`config.mk`:
```
export PLATFORM = sky130hd
export DESIGN_NAME = base64_stream_encoder_core
export DESIGN_NICKNAME = d
export VERILOG_FILES = /design/src/b64e_pkg.sv /design/src/base64_stream_encoder_core.sv /design/src/b64e_front.sv /design/src/b64e_queue.sv /design/src/b64e_back.sv
export SDC_FILE = /design/constraint.sdc
export NUM_CORES = 1
export LEC_CHECK = 0
export BUFFER_PORTS_ARGS = -buffer_cell sky130_fd_sc_hd__buf_4
export CORE_MARGIN = 3
export CORE_UTILIZATION = 46
export CTS_CLUSTER_DIAMETER = 200
export DETAILED_ROUTE_END_ITERATION = 12
export SYNTH_ARGS = -nofsm -noshare
export SYNTH_HDL_FRONTEND = slang
export SYNTH_HIERARCHICAL = 1
export SYNTH_SLANG_ARGS = --single-unit
```
`constraint.sdc`:
```
create_clock -name clk -period 4.5 [get_ports clk]
set_clock_uncertainty 0.05 [all_clocks]
set_input_delay 0.9 -clock clk [delete_from_list [all_inputs] [get_ports clk]]
set_output_delay 0.9 -clock clk [all_outputs]
set_load 0.01 [all_outputs]
```
`src/b64e_pkg.sv`:
```
// Shared types, constants and the character lookup for the base64 stream encoder.
// No dependencies; every other file of the block imports this package.
`timescale 1ns / 1ps
`default_nettype none

package b64e_pkg;

  // Characters per queued entry, and the width of the per-entry count (1 to 4).
  localparam int unsigned MaxChars   = 4;
  localparam int unsigned CountWidth = 3;

  // A queued code is a 6-bit symbol index, or the pad marker in bit 6.
  localparam logic [6:0] PAD_CODE  = 7'h40;
  localparam logic [7:0] PAD_ASCII = 8'h3D;

  localparam int unsigned DEFAULT_QUEUE_DEPTH = 2;

  typedef struct packed {
    logic [CountWidth-1:0]       count;
    logic [MaxChars-1:0][6:0]    codes;
    logic                        fin;
  } b64e_entry_t;

  // Symbol index or pad marker to its ASCII character.
  function automatic logic [7:0] b64e_char(input logic [6:0] code);
    logic [5:0] v;
    logic [7:0] ch;
    v = code[5:0];
    if (code[6]) begin
      ch = PAD_ASCII;
    end else if (v < 6'd26) begin
      ch = 8'h41 + {2'b00, v};
    end else if (v < 6'd52) begin
      ch = 8'h61 + {2'b00, v - 6'd26};
    end else if (v < 6'd62) begin
      ch = 8'h30 + {2'b00, v - 6'd52};
    end else if (v == 6'd62) begin
      ch = 8'h2B;
    end else begin
      ch = 8'h2F;
    end
    return ch;
  endfunction

endpackage

`default_nettype wire

```
`src/base64_stream_encoder_core.sv`:
```
// Top level of the padded base64 stream encoder.
// Instantiates b64e_front, b64e_queue and b64e_back; uses b64e_pkg.
//
// Usage:
//   Input channel (in_valid/in_ready) carries one message byte per beat in
//   data_byte, with final_byte set on the last byte of a message.
//   Output channel (out_valid/out_ready) carries one ASCII character per beat
//   in out_char; run_last marks the last character caused by an input byte and
//   message_end the last character of the message, padding included.
//   With the emitter idle, the first character of a byte passes in turn
//   through its queue entry, the emitter's current entry and the output
//   register. The emitter registers one character per cycle while the
//   receiver takes them. An inner byte yields one or two characters and a
//   final byte up to four, about four characters per three bytes over a
//   long message. The front end takes a byte every cycle while the entry
//   queue (QUEUE_DEPTH entries) has room.
//   When the receiver stalls, the output beat holds, the queue fills and
//   in_ready falls once it is full.
//   Reset clears the group phase, leftover bits, queue and output valid; the
//   block accepts bytes in the first cycle after reset.
`timescale 1ns / 1ps
`default_nettype none

module base64_stream_encoder_core #(
  parameter int unsigned QUEUE_DEPTH = b64e_pkg::DEFAULT_QUEUE_DEPTH
) (
  input  wire logic       clk,
  input  wire logic       rst,
  input  wire logic       in_valid,
  output logic            in_ready,
  input  wire logic [7:0] data_byte,
  input  wire logic       final_byte,
  output logic            out_valid,
  input  wire logic       out_ready,
  output logic [7:0]      out_char,
  output logic            run_last,
  output logic            message_end
);
  import b64e_pkg::*;

  b64e_entry_t push_entry;
  b64e_entry_t head_entry;
  logic        q_full;
  logic        q_push;
  logic        q_pop;
  logic        q_not_empty;

  b64e_front u_front (
    .clk        (clk),
    .rst        (rst),
    .in_valid   (in_valid),
    .in_ready   (in_ready),
    .data_byte  (data_byte),
    .final_byte (final_byte),
    .q_full     (q_full),
    .q_push     (q_push),
    .q_entry    (push_entry)
  );

  b64e_queue #(
    .DEPTH (QUEUE_DEPTH)
  ) u_queue (
    .clk       (clk),
    .rst       (rst),
    .push      (q_push),
    .wr_entry  (push_entry),
    .full      (q_full),
    .pop       (q_pop),
    .not_empty (q_not_empty),
    .rd_entry  (head_entry)
  );

  b64e_back u_back (
    .clk         (clk),
    .rst         (rst),
    .q_not_empty (q_not_empty),
    .q_entry     (head_entry),
    .q_pop       (q_pop),
    .out_valid   (out_valid),
    .out_ready   (out_ready),
    .out_char    (out_char),
    .run_last    (run_last),
    .message_end (message_end)
  );

endmodule

`default_nettype wire

```
`src/b64e_front.sv`:
```
// Front end: takes message bytes, keeps the group phase and leftover bits,
// and builds one queue entry of symbol codes per byte. Uses b64e_pkg.
`timescale 1ns / 1ps
`default_nettype none

module b64e_front (
  input  wire logic                 clk,
  input  wire logic                 rst,
  input  wire logic                 in_valid,
  output logic                      in_ready,
  input  wire logic [7:0]           data_byte,
  input  wire logic                 final_byte,
  input  wire logic                 q_full,
  output logic                      q_push,
  output b64e_pkg::b64e_entry_t     q_entry
);
  import b64e_pkg::*;

  logic [1:0] group_phase;
  logic [1:0] group_phase_next;
  logic [3:0] carry_bits;
  logic [3:0] carry_bits_next;

  assign in_ready = !q_full;
  assign q_push   = in_valid && !q_full;

  always_comb begin
    q_entry          = '0;
    q_entry.fin      = final_byte;
    group_phase_next = group_phase;
    carry_bits_next  = carry_bits;
    unique case (group_phase)
      2'd1: begin
        q_entry.codes[0] = {1'b0, carry_bits[1:0], data_byte[7:4]};
        q_entry.count    = CountWidth'(1);
        if (final_byte) begin
          q_entry.codes[1] = {1'b0, data_byte[3:0], 2'b00};
          q_entry.codes[2] = PAD_CODE;
          q_entry.count    = CountWidth'(3);
        end
        carry_bits_next  = data_byte[3:0];
        group_phase_next = 2'd2;
      end
      2'd2: begin
        q_entry.codes[0] = {1'b0, carry_bits, data_byte[7:6]};
        q_entry.codes[1] = {1'b0, data_byte[5:0]};
        q_entry.count    = CountWidth'(2);
        carry_bits_next  = 4'd0;
        group_phase_next = 2'd0;
      end
      default: begin
        // Phase three cannot occur; it is handled as the start of a group.
        q_entry.codes[0] = {1'b0, data_byte[7:2]};
        q_entry.count    = CountWidth'(1);
        if (final_byte) begin
          q_entry.codes[1] = {1'b0, data_byte[1:0], 4'd0};
          q_entry.codes[2] = PAD_CODE;
          q_entry.codes[3] = PAD_CODE;
          q_entry.count    = CountWidth'(4);
        end
        carry_bits_next  = {2'b00, data_byte[1:0]};
        group_phase_next = 2'd1;
      end
    endcase
    if (final_byte) begin
      carry_bits_next  = 4'd0;
      group_phase_next = 2'd0;
    end
  end

  always_ff @(posedge clk) begin
    if (rst) begin
      group_phase <= 2'd0;
      carry_bits  <= 4'd0;
    end else if (q_push) begin
      group_phase <= group_phase_next;
      carry_bits  <= carry_bits_next;
    end
  end

endmodule

`default_nettype wire

```
`src/b64e_queue.sv`:
```
// Short queue of decoded entries between the front end and the character emitter.
// Uses b64e_pkg for the entry type.
`timescale 1ns / 1ps
`default_nettype none

module b64e_queue #(
  parameter int unsigned DEPTH = b64e_pkg::DEFAULT_QUEUE_DEPTH
) (
  input  wire logic                  clk,
  input  wire logic                  rst,
  input  wire logic                  push,
  input  wire b64e_pkg::b64e_entry_t wr_entry,
  output logic                       full,
  input  wire logic                  pop,
  output logic                       not_empty,
  output b64e_pkg::b64e_entry_t      rd_entry
);
  import b64e_pkg::*;

  localparam int unsigned PtrWidth = (DEPTH > 1) ? $clog2(DEPTH) : 1;
  localparam int unsigned CntWidth = $clog2(DEPTH + 1);

  b64e_entry_t         slots [DEPTH];
  logic [PtrWidth-1:0] wr_ptr;
  logic [PtrWidth-1:0] rd_ptr;
  logic [CntWidth-1:0] fill;

  assign full      = (fill == CntWidth'(DEPTH));
  assign not_empty = (fill != '0);
  assign rd_entry  = slots[rd_ptr];

  always_ff @(posedge clk) begin
    if (push) begin
      slots[wr_ptr] <= wr_entry;
    end
  end

  always_ff @(posedge clk) begin
    if (rst) begin
      wr_ptr <= '0;
      rd_ptr <= '0;
      fill   <= '0;
    end else begin
      if (push) begin
        wr_ptr <= (wr_ptr == PtrWidth'(DEPTH - 1)) ? '0 : wr_ptr + 1'b1;
      end
      if (pop) begin
        rd_ptr <= (rd_ptr == PtrWidth'(DEPTH - 1)) ? '0 : rd_ptr + 1'b1;
      end
      if (push && !pop) begin
        fill <= fill + 1'b1;
      end else if (pop && !push) begin
        fill <= fill - 1'b1;
      end
    end
  end

`ifndef SYNTHESIS
  a_fill_bound: assert property (@(posedge clk) disable iff (rst)
    fill <= CntWidth'(DEPTH))
    else $error("queue fill count beyond depth");
  a_pop_needs_data: assert property (@(posedge clk) disable iff (rst)
    pop |-> not_empty)
    else $error("queue popped while empty");
`endif

endmodule

`default_nettype wire

```
`src/b64e_back.sv`:
```
// Back end: walks each queued entry one character per cycle, unless the output stalls,
// into a registered output beat with the run and message flags. Uses b64e_pkg.
`timescale 1ns / 1ps
`default_nettype none

module b64e_back (
  input  wire logic                  clk,
  input  wire logic                  rst,
  input  wire logic                  q_not_empty,
  input  wire b64e_pkg::b64e_entry_t q_entry,
  output logic                       q_pop,
  output logic                       out_valid,
  input  wire logic                  out_ready,
  output logic [7:0]                 out_char,
  output logic                       run_last,
  output logic                       message_end
);
  import b64e_pkg::*;

  b64e_entry_t cur;
  logic        busy;
  logic [1:0]  idx;
  logic        advance;
  logic        cur_last;

  // The output register can take a new character when empty or being drained.
  assign advance  = busy && (!out_valid || out_ready);
  assign cur_last = (idx == 2'(cur.count - 1'b1));
  // Load the next entry when idle, or as the current one hands over its last character.
  assign q_pop    = q_not_empty && (!busy || (advance && cur_last));

  always_ff @(posedge clk) begin
    if (rst) begin
      busy      <= 1'b0;
      idx       <= 2'd0;
      out_valid <= 1'b0;
    end else begin
      if (out_valid && out_ready && !advance) begin
        out_valid <= 1'b0;
      end
      if (advance) begin
        out_valid   <= 1'b1;
        out_char    <= b64e_char(cur.codes[idx]);
        run_last    <= cur_last;
        message_end <= cur_last && cur.fin;
      end
      if (q_pop) begin
        cur  <= q_entry;
        busy <= 1'b1;
        idx  <= 2'd0;
      end else if (advance) begin
        idx <= idx + 1'b1;
        if (cur_last) begin
          busy <= 1'b0;
        end
      end
    end
  end

`ifndef SYNTHESIS
  a_idx_in_range: assert property (@(posedge clk) disable iff (rst)
    busy |-> ({1'b0, idx} < cur.count))
    else $error("character index past entry length");
  a_end_is_run_end: assert property (@(posedge clk) disable iff (rst)
    (out_valid && message_end) |-> run_last)
    else $error("message end without run end");
`endif

endmodule

`default_nettype wire

```
==> results.sh <==
export IMPL_end_kind="flip-flop"
export IMPL_number_of_global_route_vias_before_repair=2818
export IMPL_clock_tree_htree_level_count=4
export IMPL_dieWidth_um=114
export IMPL_setup_worst_path_start="u_back/idx[0]"
export IMPL_final_cells=540
export IMPL_cts_root_buffer_cell="clkbuf_16"
export IMPL_worst_path_max_fanout=12
export IMPL_final_nets=414
export IMPL_worstReg2RegEnd="u_back/out_char[5]"
export IMPL_path_class="reg2reg"
export IMPL_drc=0
export IMPL_postCtsHoldBufs=0
export IMPL_power_density_nw_per_um2=655
export IMPL_drtIter0Drc=136
export IMPL_totalWireLength_um=8750
export IMPL_min_period_ns=3.17
export IMPL_timing_critical_path_to="u_back/out_char[5]"
export IMPL_finalSetupTns_ns=0
export IMPL_status="completed"
export IMPL_antenna_diode_count=0
export IMPL_vias_per_cell=5.25
export IMPL_dieHeight_um=114
export IMPL_cts_repair_timing_setup_buffer_count=0
export IMPL_crit_arrival_ns=3.27
export IMPL_ioPinCount=25
export IMPL_tritoncts_num_sinks=118
export IMPL_dp_hpwl_um=5560
export IMPL_grt_setup_unrepaired="false"
export IMPL_layout_filler_cells=892
export IMPL_synth_cell_area_um2=5320
export IMPL_maxClockFrequency_mhz=315
export IMPL_start_util_pct=48.0
export IMPL_fin_crit_sh_pct=70.5
export IMPL_area_sequential_um2=3390
export IMPL_drt_antenna_violating_nets=0
export IMPL_worst_pin_slew_ns=0.988
export IMPL_globalplace_congestion=0.870
export IMPL_grt_pass1_wl_um=14500
export IMPL_crit_reg2reg_launch="u_back/idx[0]"
export IMPL_worst_skew_pair_late_latency_ns=0.41
export IMPL_cp_data_required_time_ns=4.60
export IMPL_gr_usage_all_layers_pct=14.9
export IMPL_io_buffer_count=24
export IMPL_clock_tree_buffer_depth=2
export IMPL_post_cts_resize_count=0
export IMPL_cts_tree="yes"
export IMPL_maximum_number_of_pins_on_one_net_before_global_route_repair=32
export IMPL_slew_limit_headroom_pct=34.0
export IMPL_cts_buffers_inserted=17
export IMPL_route_detailed_wl_per_inst_um=16.2
export IMPL_floorplan_rows=38
export IMPL_logic_depth_of_the_worst_register_to_register_path=9
export IMPL_coreArea_um2=11100
export IMPL_via_count=2836
export IMPL_syn2layout_area_growth_pct=15.5
export IMPL_postSynthCellCount=358
export IMPL_global_route_congestion_overflow_total=0
export IMPL_power_leakage_nw=2.19
export IMPL_vdd_ir_drop_worst_mv=0.283
export IMPL_final_hold_violation_count=0
export IMPL_yosysWarnings=6
export IMPL_multiInputGateArea_um2=1730
export IMPL_timing_max_transition_violations_final=0
export IMPL_hold_path_class="reg2reg"
export IMPL_syn_avg_cell_area_um2=14.9
export IMPL_share_of_post_route_cells_with_drive_strength_above_1_pct=26.0
export IMPL_reg2reg_setup_slack_ns=1.33
export IMPL_timing_critical_path_from_type="flip-flop"
export IMPL_cap_violations=0
export IMPL_placed_cells_incl_taps=508
export IMPL_antenna_found_initial=0
export IMPL_report_final_setup_viol=0
export IMPL_path_clk_slew_ns=0.05
export IMPL_pre_repair_dr_iteration_count=4
export IMPL_die_area_um2=12900
## worst max-delay path, cell delays in order, from the launching register on
cell and delay [ns]:
dfxtp_1 0.72, mux4_1 0.76, inv_1 0.18, ha_1 0.18, nand2_1 0.09, o221ai_4 0.28
xor2_2 0.22, nand4_1 0.16, xor2_1 0.17, a31oi_1 0.10
## layout by cell type, fill, tap and decap left out, types with 4 or more instances in the layout
cell,instances
a21oi_1,14
a22oi_1,6
a32oi_1,4
and2_1,4
buf_4,25
clkbuf_16,17
clkinv_2,4
conb_1,14
dfxtp_1,14
edfxtp_1,103
ha_1,14
inv_1,13
mux2_2,30
mux2i_1,4
nand2_1,21
nand2b_1,4
nand3_1,6
nor2_1,16
o21ai_0,11
xnor2_1,4
xor2_1,11
## worst min-delay path by stage
stage	from	endpoint	slack, ns	cells after the start
6_report	u_front/carry_bits[1]	u_front/carry_bits[1]	0.43	2
2_1_floorplan	u_front/carry_bits[0]	u_front/carry_bits[0]	0.39	2
4_1_cts	u_front/carry_bits[1]	u_front/carry_bits[1]	0.43	2
3_5_place_dp	u_front/carry_bits[2]	u_front/carry_bits[2]	0.43	1
3_3_place_gp	u_front/group_phase[1]	u_front/group_phase[1]	0.42	2
5_1_grt	u_front/carry_bits[2]	u_front/carry_bits[2]	0.46	1
## flip-flops by register name, summed over array words and instances, names as in the netlist, named ones only
signal and cells:
u_queue/slots 62, u_back/cur 31, u_back/out_char 8, u_front/carry_bits 4
u_back/idx 2, u_front/group_phase 2, u_queue/fill 2, u_back/busy 1
u_back/message_end 1, u_back/out_valid 1, u_back/run_last 1, u_queue/rd_ptr 1
u_queue/wr_ptr 1
## area by class of cell
| cell class | instances | area share, % |
|---|---|---|
| clock buffers | 23 | 7.78 |
| clock inverters | 9 | 2.04 |
| inverters | 14 | 0.875 |
| multi-input cells | 211 | 28.2 |
| flip-flops and latches | 118 | 55.2 |
| well taps | 140 | 2.85 |
| repair buffers | 25 | 3.05 |
## metal layers
layer,vias to the layer above,track usage [%],routed length [um]
met5,-,0,0
met4,0,8.33,123
met3,10,4.77,402
met2,83,22.0,4180
met1,1382,19.6,4040
li1,1361,-,-
## per-stage QoR
step | hold slack [ns] | cell area [um^2] | utilization, % | power [mW] | setup slack [ns]
floorplan | 0.393 | 5370 | - | 2.46 | 1.02
global placement | 0.416 | 5540 | 50.0 | 2.68 | 1.38
detailed placement | 0.425 | 5540 | 50.0 | 2.70 | 1.31
CTS | 0.433 | 6150 | 55.5 | 4.07 | 1.30
global route | 0.461 | 6150 | 55.5 | 4.27 | 1.02
finish | 0.431 | 6150 | 55.5 | 4.03 | 1.33
## report_power, final
part | total (mW) | switching (mW) | leakage (nW) | internal (mW)
Sequential | 1.62 | 0.122 | 1.09 | 1.50
Combinational | 1.05 | 0.587 | 0.810 | 0.467
Clock | 1.35 | 0.443 | 0.295 | 0.909
Power figures use the tool's default switching activity.
